--- src/nine_slice_coordinate_mapper_assert.svh ---
// Assertion macros for the nine-slice coordinate mapper.
`ifndef NINE_SLICE_COORDINATE_MAPPER_ASSERT_SVH
`define NINE_SLICE_COORDINATE_MAPPER_ASSERT_SVH
`ifndef SYNTH
`define NSCM_ASSERT_ALWAYS(lbl, cond, msg) \
  lbl: assert property (@(posedge clk_i) disable iff (!rst_ni) (cond)) else $error(msg);
`define NSCM_ASSERT_IMPLY(lbl, pre, post, msg) \
  lbl: assert property (@(posedge clk_i) disable iff (!rst_ni) (pre) |-> (post)) \
    else $error(msg);
`else
`define NSCM_ASSERT_ALWAYS(lbl, cond, msg)
`define NSCM_ASSERT_IMPLY(lbl, pre, post, msg)
`endif
`endif

--- src/nscm_pkg.sv ---
// Package of the nine-slice coordinate mapper: widths, types and the axis set-up function.
package nscm_pkg;

  localparam int CoordIntBits  = 12;
  localparam int CoordFracBits = 4;
  localparam int CoordBits     = CoordIntBits + CoordFracBits;
  localparam int RegW          = 12;
  localparam int CfgIdxW       = 3;
  localparam int OffW          = RegW + CoordFracBits;
  localparam int VW            = (CoordBits > OffW) ? CoordBits : OffW;
  localparam int NspW          = RegW + 1;
  localparam int NendW         = RegW + 2;
  localparam int PW            = OffW + NspW;
  localparam int QW            = CoordFracBits + RegW + 1;
  localparam int EndW          = NendW + CoordFracBits;
  localparam int RW            = ((EndW > CoordBits) ? EndW : CoordBits) + 1;

  localparam logic [CoordBits-1:0] CoordMax = '1;

  typedef enum logic [CfgIdxW-1:0] {
    RegStretchLeft   = 3'd0,
    RegStretchTop    = 3'd1,
    RegStretchRight  = 3'd2,
    RegStretchBottom = 3'd3,
    RegSourceWidth   = 3'd4,
    RegSourceHeight  = 3'd5,
    RegTargetWidth   = 3'd6,
    RegTargetHeight  = 3'd7
  } cfg_reg_e;

  typedef enum logic [1:0] {
    RegionPass = 2'd0,
    RegionMid  = 2'd1,
    RegionEnd  = 2'd2
  } region_e;

  typedef struct packed {
    logic [CoordBits-1:0] source_x;
    logic [CoordBits-1:0] source_y;
  } in_t;

  typedef struct packed {
    logic [CoordBits-1:0] mapped_x;
    logic [CoordBits-1:0] mapped_y;
    logic                 saturated;
  } out_t;

  typedef struct packed {
    logic [RegW-1:0] lo;
    logic [RegW-1:0] hi;
    logic [RegW-1:0] src;
    logic [RegW-1:0] tgt;
  } axis_cfg_t;

  typedef struct packed {
    logic [OffW-1:0]  lq;
    logic [OffW-1:0]  rq;
    logic [RegW-1:0]  span;
    logic [NspW-1:0]  new_span;
    logic [NendW-1:0] new_end;
  } axis_drv_t;

  typedef struct packed {
    region_e         region;
    logic [VW-1:0]   val;
    logic [RegW-1:0] rem;
    logic [QW-1:0]   acc;
  } lane_t;

  function automatic axis_drv_t axis_derive(axis_cfg_t c);
    logic signed [RegW+2:0] diff;
    axis_drv_t d;
    diff = $signed({3'b000, c.tgt}) + $signed({3'b000, c.hi})
         - $signed({3'b000, c.lo}) - $signed({3'b000, c.src});
    d.new_span = diff[RegW+2] ? '0 : diff[NspW-1:0];
    d.new_end  = {2'b00, c.lo} + {1'b0, d.new_span};
    d.span     = c.hi - c.lo;
    d.lq       = OffW'(c.lo) << CoordFracBits;
    d.rq       = OffW'(c.hi) << CoordFracBits;
    return d;
  endfunction

endpackage

--- src/nine_slice_coordinate_mapper.sv ---
// Top level of the nine-slice coordinate mapper.
//
// Input channel: in_valid_i / in_stall_o carry a source (x, y) pair in
// unsigned Q12.4; a beat is taken when valid is high and stall is low.
// Output channel: out_valid_o / out_stall_i carry the mapped pair and a flag
// that is set when either axis clamped to the field maximum.
// Configuration: cfg_we_i writes cfg_data_i into the register cfg_idx_i;
// write only while no beat is in flight.
// The pipeline has two front stages (region decode, span multiply), one
// cell per quotient bit of the stretch division (17 cells) and one output
// register. Throughput is one beat per cycle while the output is not stalled;
// the divider cell chain sets the depth.
// Reset clears every stage and loads the register reset values.
// A stalled output holds its beat; each stage holds while the next is full,
// so empty stages keep filling and input is taken until the chain is full.
module nine_slice_coordinate_mapper (
  input  logic                           clk_i,
  input  logic                           rst_ni,
  input  logic                           in_valid_i,
  output logic                           in_stall_o,
  input  nscm_pkg::in_t                  in_data_i,
  output logic                           out_valid_o,
  input  logic                           out_stall_i,
  output nscm_pkg::out_t                 out_data_o,
  input  logic                           cfg_we_i,
  input  logic [nscm_pkg::CfgIdxW-1:0]   cfg_idx_i,
  input  logic [nscm_pkg::RegW-1:0]      cfg_data_i
);
  import nscm_pkg::*;

  axis_cfg_t [1:0]          cfg_q;
  axis_drv_t [1:0]          drv;
  logic [1:0][RegW-1:0]     span;
  logic                     front_ready;
  logic [QW:0]              chain_valid, chain_ready;
  lane_t [QW:0][1:0]        chain_lane;

  always_ff @(posedge clk_i or negedge rst_ni) begin
    if (!rst_ni) begin
      for (int k = 0; k < 2; k++) begin
        cfg_q[k].lo  <= '0;
        cfg_q[k].hi  <= '0;
        cfg_q[k].src <= RegW'(1);
        cfg_q[k].tgt <= RegW'(1);
      end
    end else if (cfg_we_i) begin
      unique case (cfg_idx_i)
        RegStretchLeft:   cfg_q[0].lo  <= cfg_data_i;
        RegStretchTop:    cfg_q[1].lo  <= cfg_data_i;
        RegStretchRight:  cfg_q[0].hi  <= cfg_data_i;
        RegStretchBottom: cfg_q[1].hi  <= cfg_data_i;
        RegSourceWidth:   cfg_q[0].src <= cfg_data_i;
        RegSourceHeight:  cfg_q[1].src <= cfg_data_i;
        RegTargetWidth:   cfg_q[0].tgt <= cfg_data_i;
        RegTargetHeight:  cfg_q[1].tgt <= cfg_data_i;
        default: ;
      endcase
    end
  end

  always_comb begin
    for (int k = 0; k < 2; k++) begin
      drv[k]  = axis_derive(cfg_q[k]);
      span[k] = drv[k].span;
    end
  end

  assign in_stall_o = !front_ready;

  nscm_front u_front (
    .clk_i   (clk_i),
    .rst_ni  (rst_ni),
    .valid_i (in_valid_i),
    .ready_o (front_ready),
    .data_i  (in_data_i),
    .drv_i   (drv),
    .valid_o (chain_valid[0]),
    .ready_i (chain_ready[0]),
    .lane_o  (chain_lane[0])
  );

  for (genvar i = 0; i < QW; i++) begin : g_cell
    nscm_cell u_cell (
      .clk_i   (clk_i),
      .rst_ni  (rst_ni),
      .valid_i (chain_valid[i]),
      .ready_o (chain_ready[i]),
      .lane_i  (chain_lane[i]),
      .div_i   (span),
      .valid_o (chain_valid[i+1]),
      .ready_i (chain_ready[i+1]),
      .lane_o  (chain_lane[i+1])
    );
  end

  nscm_back u_back (
    .clk_i   (clk_i),
    .rst_ni  (rst_ni),
    .valid_i (chain_valid[QW]),
    .ready_o (chain_ready[QW]),
    .lane_i  (chain_lane[QW]),
    .drv_i   (drv),
    .valid_o (out_valid_o),
    .stall_i (out_stall_i),
    .data_o  (out_data_o)
  );

`include "nine_slice_coordinate_mapper_assert.svh"

  `NSCM_ASSERT_ALWAYS(a_stall_only_when_blocked, !in_stall_o || (out_valid_o && out_stall_i), "input stalled while the output drains")
  `NSCM_ASSERT_IMPLY(a_sat_clamps, out_valid_o && out_data_o.saturated, (out_data_o.mapped_x == CoordMax || out_data_o.mapped_y == CoordMax), "saturated without a clamped coordinate")

endmodule

--- src/nscm_front.sv ---
// Front end of the mapper: region decode, offset and span multiply, two stages.
module nscm_front (
  input  logic                         clk_i,
  input  logic                         rst_ni,
  input  logic                         valid_i,
  output logic                         ready_o,
  input  nscm_pkg::in_t                data_i,
  input  nscm_pkg::axis_drv_t [1:0]    drv_i,
  output logic                         valid_o,
  input  logic                         ready_i,
  output nscm_pkg::lane_t [1:0]        lane_o
);
  import nscm_pkg::*;

  logic                      p_valid_q;
  region_e  [1:0]            p_region_q, p_region_d;
  logic     [1:0][VW-1:0]    p_val_q, p_val_d;
  logic                      m_valid_q;
  lane_t    [1:0]            m_lane_q, m_lane_d;
  logic                      p_ready, m_ready;
  logic     [1:0][CoordBits-1:0] coord;

  assign coord   = {data_i.source_y, data_i.source_x};
  assign m_ready = !m_valid_q || ready_i;
  assign p_ready = !p_valid_q || m_ready;
  assign ready_o = p_ready;
  assign valid_o = m_valid_q;
  assign lane_o  = m_lane_q;

  always_comb begin
    logic [VW-1:0] c, lq, rq;
    logic [PW-1:0] prod;
    for (int k = 0; k < 2; k++) begin
      c  = VW'(coord[k]);
      lq = VW'(drv_i[k].lq);
      rq = VW'(drv_i[k].rq);
      if (c <= lq) begin
        p_region_d[k] = RegionPass;
        p_val_d[k]    = c;
      end else if (c >= rq) begin
        p_region_d[k] = RegionEnd;
        p_val_d[k]    = c - rq;
      end else begin
        p_region_d[k] = RegionMid;
        p_val_d[k]    = c - lq;
      end
      prod = PW'(p_val_q[k][OffW-1:0]) * PW'(drv_i[k].new_span);
      m_lane_d[k].region = p_region_q[k];
      m_lane_d[k].val    = p_val_q[k];
      m_lane_d[k].rem    = prod[PW-1:QW];
      m_lane_d[k].acc    = prod[QW-1:0];
    end
  end

  always_ff @(posedge clk_i or negedge rst_ni) begin
    if (!rst_ni) begin
      p_valid_q <= 1'b0;
      m_valid_q <= 1'b0;
    end else begin
      if (p_ready) p_valid_q <= valid_i;
      if (m_ready) m_valid_q <= p_valid_q;
    end
  end

  always_ff @(posedge clk_i) begin
    if (p_ready && valid_i) begin
      p_region_q <= p_region_d;
      p_val_q    <= p_val_d;
    end
    if (m_ready && p_valid_q) begin
      m_lane_q <= m_lane_d;
    end
  end

endmodule

--- src/nscm_cell.sv ---
// One restoring division step for both axes, one pipeline stage.
module nscm_cell (
  input  logic                              clk_i,
  input  logic                              rst_ni,
  input  logic                              valid_i,
  output logic                              ready_o,
  input  nscm_pkg::lane_t [1:0]             lane_i,
  input  logic [1:0][nscm_pkg::RegW-1:0]    div_i,
  output logic                              valid_o,
  input  logic                              ready_i,
  output nscm_pkg::lane_t [1:0]             lane_o
);
  import nscm_pkg::*;

  logic          valid_q;
  lane_t [1:0]   lane_q, lane_d;

  assign ready_o = !valid_q || ready_i;
  assign valid_o = valid_q;
  assign lane_o  = lane_q;

  always_comb begin
    logic [RegW:0] t;
    logic          qbit;
    for (int k = 0; k < 2; k++) begin
      t    = {lane_i[k].rem, lane_i[k].acc[QW-1]};
      qbit = (t >= {1'b0, div_i[k]});
      lane_d[k].region = lane_i[k].region;
      lane_d[k].val    = lane_i[k].val;
      lane_d[k].rem    = qbit ? RegW'(t - {1'b0, div_i[k]}) : t[RegW-1:0];
      lane_d[k].acc    = {lane_i[k].acc[QW-2:0], qbit};
    end
  end

  always_ff @(posedge clk_i or negedge rst_ni) begin
    if (!rst_ni) begin
      valid_q <= 1'b0;
    end else if (ready_o) begin
      valid_q <= valid_i;
    end
  end

  always_ff @(posedge clk_i) begin
    if (ready_o && valid_i) lane_q <= lane_d;
  end

endmodule

--- src/nscm_back.sv ---
// Back end of the mapper: final position, clamp and output register.
module nscm_back (
  input  logic                       clk_i,
  input  logic                       rst_ni,
  input  logic                       valid_i,
  output logic                       ready_o,
  input  nscm_pkg::lane_t [1:0]      lane_i,
  input  nscm_pkg::axis_drv_t [1:0]  drv_i,
  output logic                       valid_o,
  input  logic                       stall_i,
  output nscm_pkg::out_t             data_o
);
  import nscm_pkg::*;

  logic                       valid_q;
  out_t                       data_q, data_d;
  logic [1:0][CoordBits-1:0]  mapped;
  logic [1:0]                 sat;

  assign ready_o = !valid_q || !stall_i;
  assign valid_o = valid_q;
  assign data_o  = data_q;

  always_comb begin
    logic [RW-1:0] r;
    for (int k = 0; k < 2; k++) begin
      case (lane_i[k].region)
        RegionMid: r = RW'(lane_i[k].acc) + RW'(drv_i[k].lq);
        RegionEnd: r = (RW'(drv_i[k].new_end) << CoordFracBits) + RW'(lane_i[k].val);
        default:   r = RW'(lane_i[k].val);
      endcase
      sat[k]    = |r[RW-1:CoordBits];
      mapped[k] = sat[k] ? CoordMax : r[CoordBits-1:0];
    end
    data_d.mapped_x  = mapped[0];
    data_d.mapped_y  = mapped[1];
    data_d.saturated = |sat;
  end

  always_ff @(posedge clk_i or negedge rst_ni) begin
    if (!rst_ni) begin
      valid_q <= 1'b0;
    end else if (ready_o) begin
      valid_q <= valid_i;
    end
  end

  always_ff @(posedge clk_i) begin
    if (ready_o && valid_i) data_q <= data_d;
  end

endmodule

--- config.mk ---
export PLATFORM = sky130hd
export DESIGN_NAME = nine_slice_coordinate_mapper
export DESIGN_NICKNAME = d
export VERILOG_FILES = /design/src/nscm_pkg.sv /design/src/nine_slice_coordinate_mapper.sv /design/src/nscm_front.sv /design/src/nscm_cell.sv /design/src/nscm_back.sv
export VERILOG_INCLUDE_DIRS = /design/src /design/src/src
export SDC_FILE = /design/constraint.sdc
export NUM_CORES = 2
export LEC_CHECK = 0
export ABC_AREA = 1
export BUFFER_PORTS_ARGS = -buffer_cell sky130_fd_sc_hd__buf_2
export CORE_AREA = 10 10 592 594
export DETAILED_ROUTE_END_ITERATION = 10
export DIE_AREA = 0 0 602 604
export SETUP_SLACK_MARGIN = 0.5
export SLEW_MARGIN = 10
export SYNTH_ARGS = -nofsm -noshare
export SYNTH_HDL_FRONTEND = slang
export SYNTH_SLANG_ARGS = --single-unit
--- constraint.sdc ---
create_clock -name clk_i -period 10.8 [get_ports clk_i]
set_clock_uncertainty 0.1 [all_clocks]
set_input_delay 2.16 -clock clk_i [delete_from_list [all_inputs] [get_ports clk_i]]
set_output_delay 2.16 -clock clk_i [all_outputs]
set_load 0.005 [all_outputs]
Yosys cells after proc, flatten, opt, wreduce, memory -nomap -nowiden
Cells that the tools add are included.

Register bits: 1853. Input port bits: 52. Output and inout bits: 35. Word-level logic and storage cells: 394.

Add/subtract/negate cells: 50. Multiply operators: 2. Magnitude comparators: 38. Equal/unequal tests: 11. Mux-type cells: 42. Reduce and logical (&&, ||, !) cells: 74.

Operators by type and width (count): 13-bit by 12-bit greater-or-equal comparator with 1-bit output (34); 12-bit subtractor (34); 12-bit 2-to-1 mux (32); 19-bit one-hot mux with 2 select lines (2); 16-bit 2-to-1 mux (4); 16-bit subtractor (4); 16-bit by 13-bit multiplier with 29-bit output (2); 18-bit by 16-bit adder with 19-bit output (2); 17-bit by 16-bit adder with 18-bit output (2); 16-bit greater-or-equal comparator (2); 16-bit less-or-equal comparator (2); 14-bit by 13-bit subtractor with 15-bit output (2); 12-bit by 13-bit adder with 14-bit output (2); 13-bit by 12-bit subtractor with 14-bit output (2); 12-bit by 12-bit adder with 13-bit output (2); 13-bit 2-to-1 mux (2); 1-bit zero test (22); 1-bit logical AND (20); 1-bit logical OR (20); 2-bit AND reduction (8); 3-bit equality test (second input constant) (4); 3-bit by 2-bit equality test with 1-bit output (second input constant) (2); 3-bit OR reduction (2); 6-bit OR reduction (1); other kinds (5) (8).

Logic depth before layout (Yosys ltp)
Depth in word-level cells: 22. Depth in mapped cells: 46. Depth with buffers taken out: 44.

Modules after synthesis
A second synthesis with hierarchy kept.

Cells, all modules: 13279. Area, all modules: 120429.3 sq um.

By module, submodules not included: nscm_cell (instances 17, cells an instance 470, area each 4864.7 sq um, seq. area each 2847.7 sq um); nscm_front (instances 1, cells an instance 3135, area each 23186.0 sq um, seq. area each 3953.8 sq um); nine_slice_coordinate_mapper (instances 1, cells an instance 1250, area each 9092.5 sq um, seq. area each 2407.3 sq um); nscm_back (instances 1, cells an instance 904, area each 5451.5 sq um, seq. area each 1016.0 sq um).

Worst setup path after synthesis
Ideal clock, no wire load.

Path kind: flip-flop to flip-flop. Start: register cfg_q[84] (netlist name). End: register u_front.m_lane_q (netlist bit u_front.lane_o[72]) (data pin). Library setup time: 0.265 ns. Arrival time: 8.142 ns. Required time: 10.435 ns. Setup slack: 2.292 ns. Stages on the path, launching flop included: 40. Path buffers: 1. Clock period less this slack: 8.508 ns. Path through: dfrtp_1 ha_1 inv_1 ha_1 fa_1 nand3_1 nand2_1 a21oi_1 nor2_1 nor2_1 xor2_1 ha_1 nand2_1 nor2_1 a211oi_1 nand3_1 or2_1 nand2_4 (+4 left out) fa_1 inv_1 fa_1 inv_1 fa_1 inv_1 fa_1 fa_1 inv_1 ha_1 a21oi_1 a21boi_0 o21ai_0 nand2_1 o211ai_1 a21boi_0 o21ai_0 xor2_1.

RTL lines: from (decl) (RTL line nine_slice_coordinate_mapper.sv:31) `axis_cfg_t [1:0] cfg_q;`; to (signal assigned) (RTL line nscm_front.sv:71) `m_lane_q <= m_lane_d;`; to (decl) (RTL line nscm_front.sv:19) `lane_t [1:0] m_lane_q, m_lane_d;`.

==> metrics.txt <==
highest metal used=met5; DP HPWL=184000 um; Detail Route met2 WL=116000 um; average cell area after synthesis=11.1 sq um; area taken by multi-input logic gates=41400 sq um; cell types with the largest area share after synthesis=sky130_fd_sc_hd__edfxtp_1, sky130_fd_sc_hd__ha_1, sky130_fd_sc_hd__fa_1; synthesized instance count=9116; Horiz. Die Dim=602 um; Critical Path Fanout Max=12; most instantiated flip-flop cell in the synthesis netlist=sky130_fd_sc_hd__edfxtp_1; Adder-Cell Fraction of Synth Area=0.168; drt first-iter violations=4848; total clock buffers created by CTS=198; register clock-pin slew on the reported worst setup and hold paths=70 ps; remaining routing DRC violations=0; CTS sink count=1853; final number of max-transition violations=0; cell type with the highest aggregate area in the netlist=sky130_fd_sc_hd__edfxtp_1; standard-cell rows=214; FF-to-FF path depth=41; syn_nets=10.3k; category of the most critical setup path=flop to flop; height of the die=604 um; register bit total from synthesis=1853; maximum number of pins on one net before global-route repair=70; startpoint type of the worst setup path=flop; fraction of the mapped netlist area in compound gates=0.0820; GPL Wtd Cong=0.904; simple-gate share of the synthesized area=0.119; via count of the first global-routing pass=64.0k; buffers added on ports=86; combinational family with the most area after synthesis=adder cells; register cell area after layout=55100 sq um; grt ovf=0; number of max-cap violations=0; outcome=finished clean; routed wire length on met3=11500 um; top-count cell post-synth=sky130_fd_sc_hd__edfxtp_1; Clock Latency Late Sink=860 ps; vias post-DR=64.7k; final critical delay including setup and external delays=9600 ps; routed wirelength normalized by instance count=17.5 um; nets@finish=10.5k; CTS H-tree depth=4; share of cell area taken by muxes after synthesis=0.00134; worst hold-check path type=flop to flop; sequential share of the synthesized area=0.545; GRT Util Overall=0.132; CORE AREA=338000 sq um; transition time of the tightest slew-check pin=1120 ps; top post-synthesis cells by count=sky130_fd_sc_hd__edfxtp_1, sky130_fd_sc_hd__nand2_1, sky130_fd_sc_hd__inv_1, sky130_fd_sc_hd__ha_1, sky130_fd_sc_hd__nor2_1; synthesis-to-finish area growth=12.7%; maximum cell stage delay along the critical path=560 ps; proportion of netlist area held by the largest area contributor=0.516; TritonCTS clock tree=yes; critical path required time=11280 ps; number of vias per cell=4.61; Total Neg Setup Slack=0 ps; ys async rst share=0.0626; initial antenna violation count=6; I/O pin cnt=87; Synth warnings=0; remaining number of nets flagged by the antenna check after routing=0; hold violation count in the final report=0; instance count along the most critical hold path=0; CP endpoint kind=flop; Fmax=104 MHz; Rel. slew slack=0.254; first-pass GRT wire length=379000 um; cell with the largest stage delay on the worst path=sky130_fd_sc_hd__fa_1; hold-fix buffer count after cts=0; share of the clock period used by the worst path after layout=0.889; number of fillers in the final layout=33.7k; fraction of final layout cells with drive strength greater than 1=0.0615; number of distinct library cell variants in the gate-level netlist after synthesis=70; cell at the root of the clock tree=sky130_fd_sc_hd__clkbuf_16; Longest Clk Path Bufs=4; final design utilization=0.337; DRT Pass-1 Iters=5; met1 WL=109000 um; setup repair after global routing missed its margin=false; signal arrival time at the worst endpoint=10070 ps; Die ar.=364000 sq um; number of synthesized flops with an enable pin=1737; effective utilization at floorplan=0.299; Mapped Area=101000 sq um; final routed wirelength across all metal layers=246000 um; xor and xnor area share after synthesis=0.0370; Final Setup Violations=0; Most common cell on crit path=sky130_fd_sc_hd__inv_1
==> worst max-delay path, delay by kind of cell, from the launching register on <==
family                   cells  cell delay [ps]
adder cells (fa/ha/maj)      9             4200
XOR/XNOR                     2              320
flip-flops                   1              380
AND/OR/NAND/NOR             12             1410
AO/OA/AOI/OAI               10             1850
buffers and inverters        8             1020
==> cell usage in the layout (no fill, tap or decap), types with 28 or more instances in the layout <==
| cell | count |
|---|---|
| sky130_fd_sc_hd__a21o_1 | 31 |
| sky130_fd_sc_hd__a21oi_1 | 578 |
| sky130_fd_sc_hd__a31oi_1 | 70 |
| sky130_fd_sc_hd__buf_2 | 85 |
| sky130_fd_sc_hd__buf_4 | 76 |
| sky130_fd_sc_hd__clkbuf_1 | 30 |
| sky130_fd_sc_hd__clkbuf_16 | 198 |
| sky130_fd_sc_hd__clkinv_1 | 41 |
| sky130_fd_sc_hd__clkinv_2 | 28 |
| sky130_fd_sc_hd__dfrtp_1 | 112 |
| sky130_fd_sc_hd__edfxtp_1 | 1737 |
| sky130_fd_sc_hd__fa_1 | 378 |
| sky130_fd_sc_hd__ha_1 | 750 |
| sky130_fd_sc_hd__inv_1 | 1119 |
| sky130_fd_sc_hd__nand2_1 | 1706 |
| sky130_fd_sc_hd__nand3_1 | 261 |
| sky130_fd_sc_hd__nand4_1 | 94 |
| sky130_fd_sc_hd__nor2_1 | 655 |
| sky130_fd_sc_hd__nor3_1 | 57 |
| sky130_fd_sc_hd__o21ai_0 | 633 |
| sky130_fd_sc_hd__xnor2_1 | 221 |
| sky130_fd_sc_hd__xor2_1 | 186 |
==> final timing paths <==
path / from / to / slack, ps
max: cfg_q[76]$_DFFE_PN0P_ / u_front.lane_o[72]$_DFFE_PP_ / 1200
min: g_cell[10].u_cell.lane_o[8]$_DFFE_PP_ / g_cell[11].u_cell.lane_o[9]$_DFFE_PP_ / 270
max reg2reg: cfg_q[76]$_DFFE_PN0P_ / u_front.lane_o[72]$_DFFE_PP_ / 1200
min reg2reg: g_cell[10].u_cell.lane_o[8]$_DFFE_PP_ / g_cell[11].u_cell.lane_o[9]$_DFFE_PP_ / 270
max in group asynchronous: rst_ni / cfg_q[33]$_DFFE_PN0P_ / 8040
min in group asynchronous: rst_ni / cfg_q[83]$_DFFE_PN0P_ / 1230
==> state kept, by name, indices dropped and copies added (netlist names) <==
name and flops:
cfg_q 96, g_cell.u_cell.lane_o 1574, g_cell.u_cell.valid_o 17, u_back.data_o 33, u_back.valid_o 1, u_front.lane_o 94, u_front.m_lane_d 36, u_front.p_valid_q 1
u_front.valid_o 1
==> metrics by stage <==
stage | cells | area [sq um] | hold WS (ps) | worst slack, ps
3_5_place_dp | 13700 | 107000 | 305 | 1200
4_1_cts | 14000 | 114000 | 270 | 1160
2_1_floorplan | 9116 | 101000 | 300 | 2290
6_report | 14000 | 114000 | 269 | 1200
5_1_grt | 14000 | 114000 | 277 | 489
3_3_place_gp | 13700 | 107000 | 300 | 1290
==> layout make-up <==
| type | count | area share |
|---|---|---|
| antenna | 1 | 0.0000220 |
| clock buffer | 233 | 0.0450 |
| clock inverter | 120 | 0.0119 |
| inverter | 1149 | 0.0382 |
| multi-input combinational | 5974 | 0.363 |
| sequential | 1853 | 0.483 |
| tap | 4536 | 0.0498 |
| timing repair buffer | 163 | 0.00901 |
==> layer usage <==
metal,vias to the layer above,global-route usage
li1,31800,-
met1,31100,0.175
met2,1383,0.222
met3,403,0.0166
met4,4,0.0461
met5,-,0
==> kinds of logic after synthesis <==
| family | count (synthesis) |
|---|---|
| and+or+nand+nor | 2900 |
| xor gates and xnor gates | 427 |
| buffers and inverters | 1289 |
| AOI/OAI and AO/OA | 1506 |
| adders and majority gates | 1128 |
| DFF | 1853 |
| muxes | 13 |
==> what timing repair did <==
action                                  in CTS  in global routing
gates resized for setup                      0                  6
buffers inserted                             0                  2
endpoints found under the setup margin       0                  4
Power is left out: the tool's default activity adds up to more than one toggle a clock period on the data nets, which glitch-free logic cannot reach.
